File: config.mk
export PLATFORM = sky130hd
export DESIGN_NAME = pwm_duty_frequency_capture
export DESIGN_NICKNAME = d
export VERILOG_FILES = /design/src/pdfc_pkg.sv /design/src/pdfc_serial_div.sv /design/src/pdfc_edge_seq.sv /design/src/pwm_duty_frequency_capture.sv
export SDC_FILE = /design/constraint.sdc
export NUM_CORES = 1
export LEC_CHECK = 0
export BUFFER_PORTS_ARGS = -buffer_cell sky130_fd_sc_hd__buf_2
export CAP_MARGIN = 10
export CORE_ASPECT_RATIO = 0.6
export CORE_MARGIN = 2
export CORE_UTILIZATION = 58
export DETAILED_ROUTE_END_ITERATION = 8
export MAX_ROUTING_LAYER = met4
export PLACE_DENSITY = 0.77
export SKIP_LAST_GASP = 1
export SLEW_MARGIN = 20
export SYNTH_ARGS = -nofsm -noshare
export SYNTH_HDL_FRONTEND = slang
export SYNTH_SLANG_ARGS = --single-unit
File: constraint.sdc
create_clock -name clk -period 12.53 [get_ports clk]
set_clock_uncertainty 0.1 [all_clocks]
set_input_delay 0.6265 -clock clk [delete_from_list [all_inputs] [get_ports clk]]
set_output_delay 0.6265 -clock clk [all_outputs]
set_load 0.02 [all_outputs]
File: src/pdfc_pkg.sv
// Shared constants and types for the PWM duty/frequency capture block.
// No dependencies; used by pdfc_edge_seq, the top level and the testbench.
`timescale 1ns / 1ps

package pdfc_pkg;

	// Default width of the capture counter
	localparam int COUNTER_BITS_DEF = 16;

	// Fixed field widths
	localparam int TIME_W      = 16;
	localparam int RATE_W      = 28;
	localparam int PERIOD_W    = 16;
	localparam int DUTY_W      = 7;
	localparam int CAP_EXT_W   = 32;
	localparam int OUT_DATA_W  = 56;

	// Reset tick rate and duty ceiling
	localparam logic [RATE_W-1:0] RATE_RESET = RATE_W'(1000000);
	localparam logic [DUTY_W-1:0] DUTY_FULL  = DUTY_W'(100);

	// Edge sequence: first rise, fall, second rise
	typedef enum logic [2:0] {
		PH_RISE = 3'b001,
		PH_FALL = 3'b010,
		PH_END  = 3'b100
	} phase_t;

	// Top level control
	typedef enum logic [1:0] {
		ST_IDLE = 2'b01,
		ST_BUSY = 2'b10
	} ctl_state_t;

	// Measurement handoff from the edge sequencer
	typedef struct packed {
		logic start;  // one-cycle pulse, operands valid
		logic sat;    // high time >= period, duty pinned at 100
		logic bad;    // zero period
	} meas_ctl_t;

endpackage

File: src/pdfc_serial_div.sv
// Bit-serial restoring divider, one quotient bit per cycle.
// Depends on nothing; instantiated by pwm_duty_frequency_capture.
`timescale 1ns / 1ps

module pdfc_serial_div #(
	parameter int NUM_W = 28,
	parameter int DEN_W = 16
) (
	input  logic             clk,
	input  logic             arst_n,
	input  logic             start,
	input  logic [NUM_W-1:0] num,
	input  logic [DEN_W-1:0] den,
	output logic [NUM_W-1:0] quo,
	output logic             done
);

	localparam int CNT_W = $clog2(NUM_W + 1);

	logic [NUM_W-1:0] num_q;
	logic [DEN_W-1:0] den_q;
	logic [DEN_W-1:0] rem_q;
	logic [CNT_W-1:0] cnt_q;
	logic             busy_q;
	logic             done_q;

	logic [DEN_W:0]   shifted;
	logic [DEN_W:0]   diff;
	logic             ge;

	// One restoring step: bring down the next dividend bit, trial subtract
	assign shifted = {rem_q, num_q[NUM_W-1]};
	assign diff    = shifted - {1'b0, den_q};
	assign ge      = (shifted >= {1'b0, den_q});

	// Control
	always_ff @(posedge clk or negedge arst_n) begin
		if (!arst_n) begin
			busy_q <= 1'b0;
			done_q <= 1'b0;
			cnt_q  <= '0;
		end else begin
			done_q <= 1'b0;
			if (start) begin
				busy_q <= 1'b1;
				cnt_q  <= CNT_W'(NUM_W);
			end else if (busy_q) begin
				cnt_q <= cnt_q - CNT_W'(1);
				if (cnt_q == CNT_W'(1)) begin
					busy_q <= 1'b0;
					done_q <= 1'b1;
				end
			end
		end
	end

	// Datapath: quotient bits shift into the dividend register
	always_ff @(posedge clk) begin
		if (start) begin
			num_q <= num;
			den_q <= den;
			rem_q <= '0;
		end else if (busy_q) begin
			num_q <= {num_q[NUM_W-2:0], ge};
			rem_q <= ge ? diff[DEN_W-1:0] : shifted[DEN_W-1:0];
		end
	end

	assign quo  = num_q;
	assign done = done_q;

endmodule

File: src/pdfc_edge_seq.sv
// Edge sequencer: tracks rise/fall/rise captures and forms period and high time.
// Depends on pdfc_pkg.
`timescale 1ns / 1ps

module pdfc_edge_seq #(
	parameter int COUNTER_BITS = pdfc_pkg::COUNTER_BITS_DEF
) (
	input  logic                             clk,
	input  logic                             arst_n,
	input  logic                             accept,
	input  logic [pdfc_pkg::TIME_W-1:0]      capture_time,
	output logic                             last_edge,
	output pdfc_pkg::meas_ctl_t              meas,
	output logic [COUNTER_BITS-1:0]          period,
	output logic [COUNTER_BITS+pdfc_pkg::DUTY_W-1:0] high_x100
);

	localparam int HX_W = COUNTER_BITS + pdfc_pkg::DUTY_W;

	pdfc_pkg::phase_t          phase_q;
	logic [COUNTER_BITS-1:0]   first_q;
	logic [COUNTER_BITS-1:0]   fall_q;
	logic [COUNTER_BITS-1:0]   period_q;
	logic [HX_W-1:0]           hx_q;
	pdfc_pkg::meas_ctl_t       meas_q;

	logic [pdfc_pkg::CAP_EXT_W-1:0] cap_ext;
	logic [COUNTER_BITS-1:0]   t_cnt;
	logic [COUNTER_BITS-1:0]   period_d;
	logic [COUNTER_BITS-1:0]   high_d;
	logic [HX_W-1:0]           high_ext;
	logic [HX_W-1:0]           hx_d;

	// Capture value reduced to the counter width
	assign cap_ext  = pdfc_pkg::CAP_EXT_W'(capture_time);
	assign t_cnt    = cap_ext[COUNTER_BITS-1:0];

	// Wrapping differences
	assign period_d = t_cnt - first_q;
	assign high_d   = fall_q - first_q;

	// high * 100 as 64 + 32 + 4
	assign high_ext = HX_W'(high_d);
	assign hx_d     = (high_ext << 6) + (high_ext << 5) + (high_ext << 2);

	assign last_edge = (phase_q == pdfc_pkg::PH_END);

	// Phase tracking
	always_ff @(posedge clk or negedge arst_n) begin
		if (!arst_n) begin
			phase_q <= pdfc_pkg::PH_RISE;
			first_q <= '0;
			fall_q  <= '0;
			meas_q  <= '0;
		end else begin
			meas_q.start <= accept && last_edge;
			if (accept) begin
				case (phase_q)
					pdfc_pkg::PH_FALL: begin
						fall_q  <= t_cnt;
						phase_q <= pdfc_pkg::PH_END;
					end
					pdfc_pkg::PH_END: begin
						meas_q.sat <= (high_d >= period_d);
						meas_q.bad <= (period_d == '0);
						phase_q    <= pdfc_pkg::PH_RISE;
					end
					default: begin
						first_q <= t_cnt;
						phase_q <= pdfc_pkg::PH_FALL;
					end
				endcase
			end
		end
	end

	// Measurement operands
	always_ff @(posedge clk) begin
		if (accept && last_edge) begin
			period_q <= period_d;
			hx_q     <= hx_d;
		end
	end

	assign meas      = meas_q;
	assign period    = period_q;
	assign high_x100 = hx_q;

endmodule

File: src/pwm_duty_frequency_capture.sv
// Top level of the PWM duty/frequency capture block.
// Depends on pdfc_pkg, pdfc_edge_seq and pdfc_serial_div.
//
// Usage:
//  s_tdata[15:0] carries one capture timestamp per word; words must follow
//  the order rising edge, falling edge, rising edge. The first two words of
//  a sequence are accepted while idle and give no result. The third
//  word completes a measurement: two bit-serial dividers (tick rate over
//  period, and high time x 100 over period) run side by side, one quotient
//  bit per cycle, and the result word is loaded into the output register
//  that drives m_tdata/m_tuser once both are done; the longer divider
//  decides when. s_tready is low from the third word until the result has
//  been loaded into the output register.
//  The output register holds the result while m_tready is low; the next
//  two captures are still taken, and a following third capture waits
//  after its division until the held word is taken.
//  cfg_wen/cfg_wdata write the tick rate; write it only while idle.
//  Reset restarts the edge sequence and sets the tick rate to 1000000.
`timescale 1ns / 1ps

module pwm_duty_frequency_capture #(
	parameter int COUNTER_BITS = pdfc_pkg::COUNTER_BITS_DEF
) (
	input  logic                                clk,
	input  logic                                arst_n,
	// capture_time [15:0]
	input  logic [pdfc_pkg::TIME_W-1:0]         s_tdata,
	input  logic                                s_tvalid,
	output logic                                s_tready,
	// period_ticks [15:0], frequency_hz [43:16], duty_percent [50:44], zero pad
	output logic [pdfc_pkg::OUT_DATA_W-1:0]     m_tdata,
	// bad_period [0]
	output logic                                m_tuser,
	output logic                                m_tvalid,
	input  logic                                m_tready,
	input  logic                                cfg_wen,
	input  logic [pdfc_pkg::RATE_W-1:0]         cfg_wdata
);

	localparam int HX_W = COUNTER_BITS + pdfc_pkg::DUTY_W;

	pdfc_pkg::ctl_state_t               state_q;
	logic [pdfc_pkg::RATE_W-1:0]        rate_q;
	logic                               fdone_q;
	logic                               ddone_q;
	logic                               sat_q;
	logic                               bad_q;
	logic                               m_tvalid_q;
	logic [pdfc_pkg::PERIOD_W-1:0]      period_q;
	logic [pdfc_pkg::RATE_W-1:0]        freq_q;
	logic [pdfc_pkg::DUTY_W-1:0]        duty_q;
	logic                               bad_out_q;

	logic                               accept;
	logic                               last_edge;
	pdfc_pkg::meas_ctl_t                meas;
	logic [COUNTER_BITS-1:0]            period;
	logic [HX_W-1:0]                    high_x100;
	logic [pdfc_pkg::RATE_W-1:0]        freq_quo;
	logic [HX_W-1:0]                    duty_quo;
	logic                               f_done;
	logic                               d_done;
	logic                               all_done;
	logic                               out_free;
	logic                               load_out;
	logic [pdfc_pkg::CAP_EXT_W-1:0]     period_ext;
	logic [pdfc_pkg::DUTY_W-1:0]        duty_d;

	assign s_tready = (state_q == pdfc_pkg::ST_IDLE);
	assign accept   = s_tvalid && s_tready;

	// Edge sequencing and operand formation
	pdfc_edge_seq #(
		.COUNTER_BITS(COUNTER_BITS)
	) u_seq (
		.clk          (clk),
		.arst_n       (arst_n),
		.accept       (accept),
		.capture_time (s_tdata),
		.last_edge    (last_edge),
		.meas         (meas),
		.period       (period),
		.high_x100    (high_x100)
	);

	// Frequency: tick rate / period
	pdfc_serial_div #(
		.NUM_W(pdfc_pkg::RATE_W),
		.DEN_W(COUNTER_BITS)
	) u_fdiv (
		.clk    (clk),
		.arst_n (arst_n),
		.start  (meas.start),
		.num    (rate_q),
		.den    (period),
		.quo    (freq_quo),
		.done   (f_done)
	);

	// Duty: high * 100 / period
	pdfc_serial_div #(
		.NUM_W(HX_W),
		.DEN_W(COUNTER_BITS)
	) u_ddiv (
		.clk    (clk),
		.arst_n (arst_n),
		.start  (meas.start),
		.num    (high_x100),
		.den    (period),
		.quo    (duty_quo),
		.done   (d_done)
	);

	assign all_done = (fdone_q || f_done) && (ddone_q || d_done);
	assign out_free = !m_tvalid_q || m_tready;
	assign load_out = (state_q == pdfc_pkg::ST_BUSY) && all_done && out_free;

	// Tick rate register
	always_ff @(posedge clk or negedge arst_n) begin
		if (!arst_n) begin
			rate_q <= pdfc_pkg::RATE_RESET;
		end else if (cfg_wen) begin
			rate_q <= cfg_wdata;
		end
	end

	// Control: idle until a third capture, busy until result is loaded
	always_ff @(posedge clk or negedge arst_n) begin
		if (!arst_n) begin
			state_q    <= pdfc_pkg::ST_IDLE;
			fdone_q    <= 1'b0;
			ddone_q    <= 1'b0;
			m_tvalid_q <= 1'b0;
		end else begin
			case (state_q)
				pdfc_pkg::ST_IDLE: begin
					fdone_q <= 1'b0;
					ddone_q <= 1'b0;
					if (accept && last_edge) begin
						state_q <= pdfc_pkg::ST_BUSY;
					end
				end
				pdfc_pkg::ST_BUSY: begin
					if (f_done) fdone_q <= 1'b1;
					if (d_done) ddone_q <= 1'b1;
					if (load_out) begin
						state_q <= pdfc_pkg::ST_IDLE;
					end
				end
				default: begin
					state_q <= pdfc_pkg::ST_IDLE;
				end
			endcase
			if (load_out) begin
				m_tvalid_q <= 1'b1;
			end else if (m_tready) begin
				m_tvalid_q <= 1'b0;
			end
		end
	end

	// Flags that travel with the measurement
	always_ff @(posedge clk) begin
		if (meas.start) begin
			sat_q <= meas.sat;
			bad_q <= meas.bad;
		end
	end

	// Result shaping
	assign period_ext = pdfc_pkg::CAP_EXT_W'(period);
	assign duty_d     = bad_q ? '0 :
	                    sat_q ? pdfc_pkg::DUTY_FULL : duty_quo[pdfc_pkg::DUTY_W-1:0];

	// Output register
	always_ff @(posedge clk) begin
		if (load_out) begin
			period_q  <= period_ext[pdfc_pkg::PERIOD_W-1:0];
			freq_q    <= bad_q ? '0 : freq_quo;
			duty_q    <= duty_d;
			bad_out_q <= bad_q;
		end
	end

	assign m_tvalid = m_tvalid_q;
	assign m_tuser  = bad_out_q;
	assign m_tdata  = pdfc_pkg::OUT_DATA_W'({duty_q, freq_q, period_q});

endmodule

==> impl_metrics.csv <==
group,metric,value,unit
sta,maxSlewHeadroom,32.64,%
floorplan,coreArea,0.02534,mm2
grt,grt_first_pass_wirelength,49.92,mm
synth,ys_seq_area_share,50.26,%
detailed_routing,route.detailed.drc,0,
worst_hold_path,min_from,"m_tready",
synth,yosysTopAreaCellShare,31.70,%
worst_setup_path,slowest_delay,0.50,ns
clocking,cts_tree,"yes",
finish,drive_gt1_share,20.20,%
sta,tightest_slew,1.004,ns
detailed_routing,drtIter0Drc,810,
worst_setup_path,worst_path_max_delay_cell,"fa_1",
synth,syn_avg_cell_area,11.55,um2
sta,hold_ws,0.1589,ns
floorplan,start_util,59.08,%
status,status,"completed",
worst_setup_path,critPathArrivalTime,5.88,ns
detailed_routing,wl_per_cell,17.99,um
worst_setup_path,critPathMostFrequentCell,"inv_1",
clocking,numCtsBuffers,27,
detailed_routing,vias,10110,
placed_design,numPortBuffers,102,
floorplan,die_area,0.02715,mm2
clocking,clock_sinks,275,
clocking,htree_levels,1,
worst_setup_path,cp-startpoint,"u_seq.fall_q[0]",
placed_design,place.gp.congestion,0.9024,
sta,setup-tns-final,0,ns
detailed_routing,drtAntennaViolNets,0,
grt,grt-ovfl-total,0,
placed_design,hpwl,22.47,mm
clocking,clock_path_buffers,3,
finish,final_cell_mix,"158 x edfxtp_1, 107 x ha_1, 106 x mux2_2",
finish,area_growth_syn_to_layout,11.18,%
finish,antenna_cells,0,
detailed_routing,via_per_inst,5.794,
synth,synth_edf_count,158,
synth,yosysTopAreaCell,"edfxtp_1",
synth,async_flop_share,30.91,%
worst_setup_path,rr_startpoint,"u_seq.fall_q[0]",
finish,final_nets,1561,
synth,synth-main-ff-cell,"edfxtp_1",
grt,grt_pass1_vias,9589,
synth,syn_area,0.01497,mm2
synth,ys_warn_count,0,
grt,grt_max_degree,72,
synth,synth_seq_cells,275,
grt,grt_antenna_before_repair,0,
synth,synth.distinct_cells,78,
clocking,cts_setup_buffers,0,
sta,rsz0062_at_grt,"false",
floorplan,ios,108,
worst_setup_path,start_kind,"flop",
run,max-cap-violations,0,
worst_setup_path,cp_max_fo,5,
worst_hold_path,hp-class,"in -> reg",
sta,final-setup-viol-count,0,
worst_setup_path,endpoint_kind,"flop",
finish,final_common_cell,"edfxtp_1",
worst_setup_path,crit_chain,"inv_1 > ha_1 > fa_1 > nor2b_1 > o31a_1 > o311ai_1 > a21oi_1 > a211o_1 > nand2_1 > xnor2_1 > inv_1 > fa_1 > inv_1 > ha_1 > and2_1 > a31oi_1 > o21ai_1 > o41a_1 > a41oi_1 > or4b_1 > o311ai_1",
clocking,clk_latency,0.56,ns
worst_setup_path,worstSetupPathType,"reg -> reg",
clocking,path_clk_slew,0.06,ns
sta,report.final.slew_viol_count,0,
sta,finalCritPeriodShare,44.83,%
detailed_routing,dr.pass1.iters,5,
floorplan,chipWidth,211.4,um
floorplan,rows,45,
floorplan,die_y,128.4,um
sta,fmax,0.1780,GHz
grt,grt_usage,23.84,%
synth,synthCells,1296,
clocking,cts_root_buf,"clkbuf_16",
sta,period_minus_slack,5.617,ns
detailed_routing,wl,31.40,mm
sta,hold_viol,0,
clocking,ctsResizeCount,0,
synth,yosys-top-cells-area,"edfxtp_1 32%, dfrtp_1 13%, ha_1 8.9%",
worst_setup_path,critPathRequiredTime,12.80,ns
synthesized netlist by cell type (all sizes together), types with 7 or more instances:
cell type / number
edfxtp: 158
ha: 107
mux2: 106
inv: 99
nor2: 98
dfrtp: 76
nand2: 60
nor2b: 48
a21oi: 45
xnor2: 42
o21ai: 41
clkbuf: 32
dfxtp: 32
xor2: 30
a211oi: 26
a21o: 26
mux2i: 23
nor3: 21
nand2b: 16
o21a: 16
buf: 14
and2: 11
nand3: 11
a31oi: 10
fa: 10
dfstp: 9
or2: 9
a311oi: 8
or3: 8
and3: 7
nand4: 7
o31a: 7
worst paths after layout:
check                                 endpoint  slack, ns  cells past startpoint
min                                   m_tvalid       0.16                      2
max reg2reg                u_seq.high_x100[21]       6.91                     21
min reg2reg                    u_fdiv.den_q[2]       0.34                      0
max                        u_seq.high_x100[21]       6.91                     21
max in group asynchronous        u_seq.meas[2]      10.67                      3
min in group asynchronous            rate_q[2]       0.36                      2
timing repair:
item / CTS / global route
hold buffers: 1 / 0
hold endpoints to repair: 9 / 0
endpoints found under the setup margin: 0 / 0
cells by family after synthesis:
| kind of cell | Yosys count | synth area share, % |
|---|---|---|
| and+or+nand+nor | 323 | 10.98 |
| DFF | 275 | 50.26 |
| AOI/OAI and AO/OA | 233 | 10.82 |
| buffers and inverters | 145 | 3.837 |
| muxes | 129 | 9.513 |
| adders and majority gates | 118 | 10.35 |
| xor gates and xnor gates | 72 | 4.213 |
| other | 1 | 0.02505 |
flip-flops by register name, summed over array words and instances (netlist names), 2 cells and up:
name	cells
freq_q	28
rate_q	28
u_fdiv.quo	28
u_ddiv.quo	23
u_seq.high_x100	21
period_q	16
u_ddiv.rem_q	16
u_fdiv.den_q	16
u_fdiv.rem_q	16
u_seq.fall_q	16
u_seq.first_q	16
u_seq.period	16
duty_q	7
u_ddiv.cnt_q	5
u_fdiv.cnt_q	5
u_seq.meas	3
u_seq.phase_q	3
state_q	2
area by class of cell:
| type | instances | area, um2 |
|---|---|---|
| Multi-Input combinational cell | 880 | 6897 |
| Tap cell | 329 | 411.6 |
| Timing Repair Buffer | 112 | 590.6 |
| Fill cell | 1957 | 8696 |
| Sequential cell | 275 | 7527 |
| Clock inverter | 14 | 123.9 |
| Clock buffer | 36 | 719.4 |
| Inverter | 99 | 371.6 |
critical path: cells and delay by family, from the launching register on:
| kind | cells | cell delay, ns |
|---|---|---|
| flops | 1 | 0.38 |
| compound gates | 9 | 1.99 |
| simple gates | 4 | 0.92 |
| fa+ha+maj | 4 | 1.50 |
| buf+inv | 3 | 0.20 |
| xor+xnor | 1 | 0.33 |
per-layer routing:
| metal | track usage, % | share of wire (%) |
|---|---|---|
| met1 | 36.48 | 51 |
| met2 | 33.26 | 41 |
| met3 | 3.539 | 6.0 |
| met4 | 5.758 | 2.0 |
| met5 | - | 0 |
per-stage QoR:
step	util, %	cells	area (um2)	setup WS [ns]
2_1_floorplan	-	1300	14980	7.502
3_3_place_gp	62.31	1694	15790	7.169
3_5_place_dp	62.31	1694	15790	6.966
6_report	65.68	1745	16640	6.913
4_1_cts	65.68	1745	16640	6.951
5_1_grt	65.68	1745	16640	6.538
Power is not shown: default switching activity piles up to over one toggle a cycle in this logic, so the estimate is an artifact.
